==> src/hdl/kfli_pkg.sv <==
`default_nettype none
package kfli_pkg;

    localparam logic CMD_LOAD  = 1'b0;
    localparam logic CMD_QUERY = 1'b1;

    localparam logic [1:0] OUT_SINGLE = 2'd0;
    localparam logic [1:0] OUT_BEFORE = 2'd1;
    localparam logic [1:0] OUT_INTERP = 2'd2;
    localparam logic [1:0] OUT_CLAMP  = 2'd3;

    typedef struct packed {
        logic               command;
        logic        [5:0]  key_slot;
        logic        [31:0] key_time;
        logic signed [31:0] key_value_x;
        logic signed [31:0] key_value_y;
        logic signed [31:0] key_value_z;
        logic        [31:0] query_time;
    } t_in_item;

    typedef struct packed {
        logic signed [31:0] result_x;
        logic signed [31:0] result_y;
        logic signed [31:0] result_z;
        logic        [5:0]  segment_start;
        logic        [1:0]  outcome;
    } t_out_item;

endpackage
`default_nettype wire

==> src/hdl/kfli_front.sv <==
`default_nettype none
// Front: accepts commands into a short queue; the back pops them.
module kfli_front
    import kfli_pkg::*;
#(
    parameter int DEPTH = 2
) (
    input  wire logic     i_clk,
    input  wire logic     i_rst_n,
    input  wire logic     i_push,
    input  wire t_in_item i_item,
    output logic          o_full,
    input  wire logic     i_pop,
    output logic          o_valid,
    output t_in_item      o_item
);
    localparam int AW = (DEPTH > 1) ? $clog2(DEPTH) : 1;

    t_in_item          r_mem [DEPTH];
    logic [AW-1:0]     r_wp, r_rp;
    logic [AW:0]       r_cnt;

    assign o_full  = (r_cnt == (AW+1)'(DEPTH));
    assign o_valid = (r_cnt != '0);
    assign o_item  = r_mem[r_rp];

    always_ff @(posedge i_clk) begin
        if (i_push && !o_full) begin
            r_mem[r_wp] <= i_item;
        end
    end

    always_ff @(posedge i_clk) begin
        if (!i_rst_n) begin
            r_wp  <= '0;
            r_rp  <= '0;
            r_cnt <= '0;
        end else begin
            if (i_push && !o_full) begin
                r_wp <= (r_wp == AW'(DEPTH-1)) ? '0 : r_wp + 1'b1;
            end
            if (i_pop && o_valid) begin
                r_rp <= (r_rp == AW'(DEPTH-1)) ? '0 : r_rp + 1'b1;
            end
            r_cnt <= r_cnt + (AW+1)'(i_push && !o_full) - (AW+1)'(i_pop && o_valid);
        end
    end
endmodule
`default_nettype wire

==> config.mk <==
export PLATFORM = sky130hd
export DESIGN_NAME = kfli_front
export DESIGN_NICKNAME = d
export VERILOG_FILES = /design/src/hdl/kfli_pkg.sv /design/src/hdl/kfli_front.sv
export SDC_FILE = /design/constraint.sdc
export NUM_CORES = 1
export LEC_CHECK = 0
export ABC_AREA = 1
export BUFFER_PORTS_ARGS = -buffer_cell sky130_fd_sc_hd__buf_2
export CAP_MARGIN = 40
export CORE_MARGIN = 2
export CORE_UTILIZATION = 30
export DETAILED_ROUTE_END_ITERATION = 7
export SYNTH_ARGS = -nofsm -noshare
export SYNTH_HDL_FRONTEND = slang
export SYNTH_SLANG_ARGS = --single-unit
==> constraint.sdc <==
create_clock -name i_clk -period 25.6 [get_ports i_clk]
set_input_delay 2.56 -clock i_clk [delete_from_list [all_inputs] [get_ports i_clk]]
set_output_delay 2.56 -clock i_clk [all_outputs]
set_load 0.1 [all_outputs]
==> results of run 1 <==
-- worst paths after layout --
path	from	end	slack (ns)	depth (start not counted)
max	flop	o_item[119]	19.81	5
min	r_rp	r_rp	0.51	2
max reg2reg	r_cnt[0]	r_mem[1][74]	22.99	7
min reg2reg	r_rp	r_rp	0.51	2
-- stage by stage --
step                      cells  util, %
final                      1498     38.8
after global routing       1495     38.8
after CTS                  1494     38.8
after detailed placement   1430     36.2
after global placement     1423     35.8
after floorplan             558        -
-- routing by layer --
layer,vias to the layer above,track usage [%],share of wire (%)
met5,-,0,0.042
met3,38,5.32,9.5
met1,3100,13.2,40
li1,2948,-,-
met2,240,18.9,48
met4,2,3.57,1.9
-- worst register-to-register path, cell delays in order (launching register included) --
cell	delay, ns
dfxtp_1	0.35
inv_1	0.06
nand2_1	0.12
nand3_1	0.18
inv_6	0.41
buf_16	0.30
buf_4	0.53
buf_12	0.31
-- final cells by class --
type                    instances  area, sq um
inverters                       9         38.8
flip-flops and latches        339        10100
diodes                          4         10.0
multi-input cells             191         2490
well taps                     539          674
clock inverters                15          120
clock buffers                  49          971
fillers                      3869        25800
repair buffers                352         1910
-- cell usage after synthesis --
cell type  count  share of area (%)
nand2_1        9               0.26
ha_1           2               0.19
dfxtp_1        5               0.78
buf_2          3               0.12
buf_6         16                1.4
a21oi_1        2              0.078
nor2_1         8               0.23
mux2_4       130                 15
mux2_2        37                3.2
inv_1          9               0.26
nand3_1        3               0.12
edfxtp_1     334                 78
-- flip-flops by register name, summed over array words and instances (netlist names), named ones only --
signal	cells
r_rp	1
r_cnt	2
r_mem	334
r_wp	1
-- report_power, final --
group	internal [mW]	switching (mW)
registers	0.704	0.0214
logic	0.199	0.760
clock network	0.286	0.201
-- cell families after synthesis --
logic type / after synthesis / share of synthesized area [%]
adder cells (fa/ha/maj): 2 / 0.195
multiplexers: 167 / 18.4
flip-flops: 339 / 78.9
AO/OA/AOI/OAI: 2 / 0.0780
AND/OR/NAND/NOR: 20 / 0.614
buffers and inverters: 28 / 1.78
==> results by group, run 1 <==
Power
  – Design Power: roughly 2.2 mW
  – Lkg Pwr: approximately 6.3 nW
  – Max rail drop VDD: 0.125 mV
  – Pwr/cell area: roughly 130 nW/um^2

Placement
  – GPL Wtd Cong: around 0.70
  – HPWL Detailed: ~18000 um
  – PortBufs: between 300 and 400
  – Area after DPL: ~15000 sq um
  – Post-Place Setup Slack: about 20 ns

Clocking
  – Post-CTS Setup Inserts: 0
  – H-tree levels: 2
  – Clk pin slew, worst setup/hold paths: 0.06 ns
  – CTS tree: done
  – Post-cts repair resize count: 0
  – Max Buffers Root-to-Sink: 3
  – Cts hold-fix bufs: 0
  – Num CTS Buffers: 37
  – Root buf cell: clkbuf_16
  – CTS sink cnt: around 340
  – Worst skew pair latency: about 0.52 ns

Finish
  – Commonest non-fill, non-tap cells in the layout: 339 x buf_2, 334 x edfxtp_1, 130 x mux2_4
  – Most common cell after layout, fill and taps aside: buf_2
  – Layout cell share with drive strength beyond 1: a little under 60%
  – # nets final: 1103
  – Design Area, Final: approximately 16000 sq um
  – Area grow syn2layout: 27.3%

Timing
  – Hold Vio Cnt, Final: 0
  – Endpoints failing setup: 0
  – RSZ-0062 raised after global routing: no
  – Slew Limit Fails: 0
  – F_max: approximately 170 MHz
  – Relative slew slack: 50.2%
  – Clock skew: slightly above 0.01 ns
  – Hold_ws: about 0.51 ns
  – Final setup margin: slightly below 20 ns
  – Worst-Margin Slew: roughly 0.75 ns
  – Setup TNS: 0 ns
  – Final worst path period share: between 20% and 30%
  – Minimum clock period after layout: 5.79 ns

Run
  – Max Cap Viol: 0

Logic synthesis
  – Synth warnings: 0
  – Syn nets: 731
  – Syn_area_per_cell: approximately 23 sq um
  – Sequential-to-total area share from yosys stat: between 70% and 80%
  – Syn Inst Count: 558
  – Synthesized area: between 10000 and 15000 sq um
  – Netlist cell types: 12
  – Post-synthesis sequential element count: approximately 340

Routing
  – Via count: 6328
  – Initial drt markers: about 270
  – Router iterations before antenna repair: 4
  – Wirelength per Cell: approximately 17 um
  – Number of vias per cell: 4.22
  – DRC: 0
  – DRT Wirelength: about 26000 um
  – DRT antenna net count: 0

Floorplanning
  – Die area: approximately 44000 sq um
  – I/O Pins: between 300 and 400
  – Core Area: approximately 42000 sq um
  – Site row count: 75
  – Die height: 211 um
  – Initial Util: a little under a third
  – Die W: approximately 210 um

Worst setup path
  – Top cell by count, worst path: buf_4
  – Max stage delay on crit path: approximately 0.64 ns
  – Slowest cell on crit path: buf_4
  – Buf/Inv on CP: 4
  – Crit path launch type: flop
  – Critical Path AT: ~3.2 ns
  – Cell family with most CP delay: buffers and inverters
  – Crit end category: primary output
  – Setup Crit Path Kind: reg2out
  – Crit-path cells: buf_4, buf_4, buf_12, mux2_4, buf_2
  – CP max FO: 42
  – Worst Path Required: about 23 ns

Hold path
  – Hold Crit Class: reg2reg

Global route
  – First-pass GRT wire length: 38400 um
  – Largest net degree at the start of global routing: 49
  – GRT overflow: 0
  – Initial antenna violation count: 5
  – Total global-route track usage: 11.4%
  – Vias in the first global route: 6755

Status
  – Outcome: finished, final reports clean
(Power assumes the default switching activity.)
==> inputs of run 2 (changes only) <==
==> constraint.sdc (replaced) <==
create_clock -name i_clk -period 5.4 [get_ports i_clk]
set_input_delay 0.54 -clock i_clk [delete_from_list [all_inputs] [get_ports i_clk]]
set_output_delay 0.54 -clock i_clk [all_outputs]
set_load 0.1 [all_outputs]
==> run 2 against run 1 <==
  * Register-to-register slack got worse by 19 ns
  * Setup slack got worse by 18 ns
  * Die area stayed put
  * Sequential share of layout area shrank 0.15 points
  * Flip-flop and latch count unchanged
  * Critical path depth decreased by 1
  * Global-route usage down 0.12 points
  * Worst hold slack lost 0.32 ns
  * Final cell count shrank 0.27%
==> results by group, run 2 (synthesized netlist as in run 1, its figures left out) <==
Floorplanning
  – Die W: between 200 and 250 um
  – Initial Util: a little under a third
  – I/O Pins: 340
  – Site row count: 75
  – Die height: roughly 210 um
  – Die area: 44500 sq um
  – Core Area: about 42000 sq um

Worst setup path
  – CP max FO: between 50 and 60
  – Setup Crit Path Kind: reg2out
  – Crit path launch type: flop
  – Worst Path Required: 4.86 ns
  – Slowest cell on crit path: dfxtp_4
  – Worst r2r src: r_cnt[0]
  – Buf/Inv on CP: 3
  – Max stage delay on crit path: 0.60 ns
  – Crit-path cells: buf_16, buf_12, mux2_4, buf_2
  – Critical Path AT: between 2 and 3 ns
  – Cell family with most CP delay: buffers and inverters
  – Crit end category: primary output

Finish
  – Area grow syn2layout: 27.6%
  – Reg with most FFs: r_mem
  – Largest regs: r_mem x334, r_cnt x2
  – Most common cell after layout, fill and taps aside: buf_2
  – Commonest non-fill, non-tap cells in the layout: 339 x buf_2, 334 x edfxtp_1, 130 x mux2_4
  – Max reg flops: 334
  – Filler Cells Inserted: 3863
  – Layout cell share with drive strength beyond 1: between 50 and 60%
  – # nets final: around 1100

Clocking
  – Root buf cell: clkbuf_16
  – Post-cts repair resize count: 0
  – Max Buffers Root-to-Sink: 3
  – CTS sink cnt: 339
  – Num CTS Buffers: 37
  – Post-CTS Setup Inserts: 0
  – CTS tree: done
  – Cts hold-fix bufs: 0
  – Worst skew pair latency: roughly 0.53 ns
  – H-tree levels: 2
  – Clk pin slew, worst setup/hold paths: ~0.060 ns

Placement
  – HPWL Detailed: approximately 17000 um
  – PortBufs: ~340
  – GPL Wtd Cong: just under 0.7
  – Post-Place Setup Slack: ~2.8 ns

Routing
  – DRT antenna net count: 0
  – Number of vias per cell: between 4 and 5
  – Initial drt markers: roughly 280
  – Router iterations before antenna repair: 4
  – DRC: 0
  – DRT Wirelength: ~26000 um
  – Via count: ~6400
  – Wirelength per Cell: around 17 um

Timing
  – Setup TNS: 0 ns
  – Endpoints failing setup: 0
  – F_max: approximately 320 MHz
  – Relative slew slack: between 40 and 50%
  – Slew Limit Fails: 0
  – RSZ-0062 raised after global routing: no
  – Worst-Margin Slew: between 0.7 and 0.8 ns
  – Clock skew: approximately 0.017 ns
  – Final worst path period share: roughly three fifths
  – Minimum clock period after layout: 3.16 ns
  – Hold Vio Cnt, Final: 0
  – Final setup margin: 2.24 ns

Global route
  – Largest net degree at the start of global routing: between 100 and 150
  – First-pass GRT wire length: 38000 um
  – Vias in the first global route: 6641
  – Initial antenna violation count: 9
  – Total global-route track usage: between 10% and 20%
  – GRT overflow: 0

Hold path
  – Hold Crit Start: i_item[83]
  – Hold Crit Class: in2reg

Status
  – Outcome: finished, final reports clean

Run
  – Max Cap Viol: 0
==> run 2: worst paths after layout <==
path / end / depth (start not counted) / slack (ns)
max: o_item[64] / 4 / 2.24
min: r_mem[0][83] / 1 / 0.19
max reg2reg: r_mem[1][117] / 5 / 3.61
min reg2reg: r_rp / 2 / 0.52
==> run 2: per-layer routing <==
metal	track usage [%]	wire length (um)	share of wire (%)	vias to the layer above
li1	-	-	-	2944
met1	13.2	10400	40	3145
met2	17.8	11900	46	232
met3	5.06	2540	9.8	56
met4	5.39	830	3.2	14
met5	0	89	0.34	-
==> run 2: final cells by class <==
type | count | area [sq um] | share of cell area (%)
Clock inverter | 18 | 166 | 1.02
Antenna cell | 2 | 5.00 | 0.0305
Timing Repair Buffer | 347 | 1870 | 11.4
Sequential cell | 339 | 10100 | 61.8
Inverter | 9 | 38.8 | 0.237
Clock buffer | 49 | 1010 | 6.18
Tap cell | 539 | 674 | 4.12
Multi-Input combinational cell | 191 | 2490 | 15.2
==> run 2: stage by stage <==
step / hold slack (ns) / utilization (%) / cells / cell area, sq um
2_1_floorplan: 0.467 / - / 558 / 12800
3_3_place_gp: 0.483 / 35.9 / 1422 / 15100
6_report: 0.190 / 38.9 / 1494 / 16400
4_1_cts: 0.135 / 38.9 / 1492 / 16400
3_5_place_dp: 0.508 / 36.1 / 1425 / 15200
5_1_grt: 0.152 / 38.9 / 1494 / 16400
Power of run 2 is not shown: default switching activity piles up to over one toggle a cycle in this logic, so the estimate is an artifact.
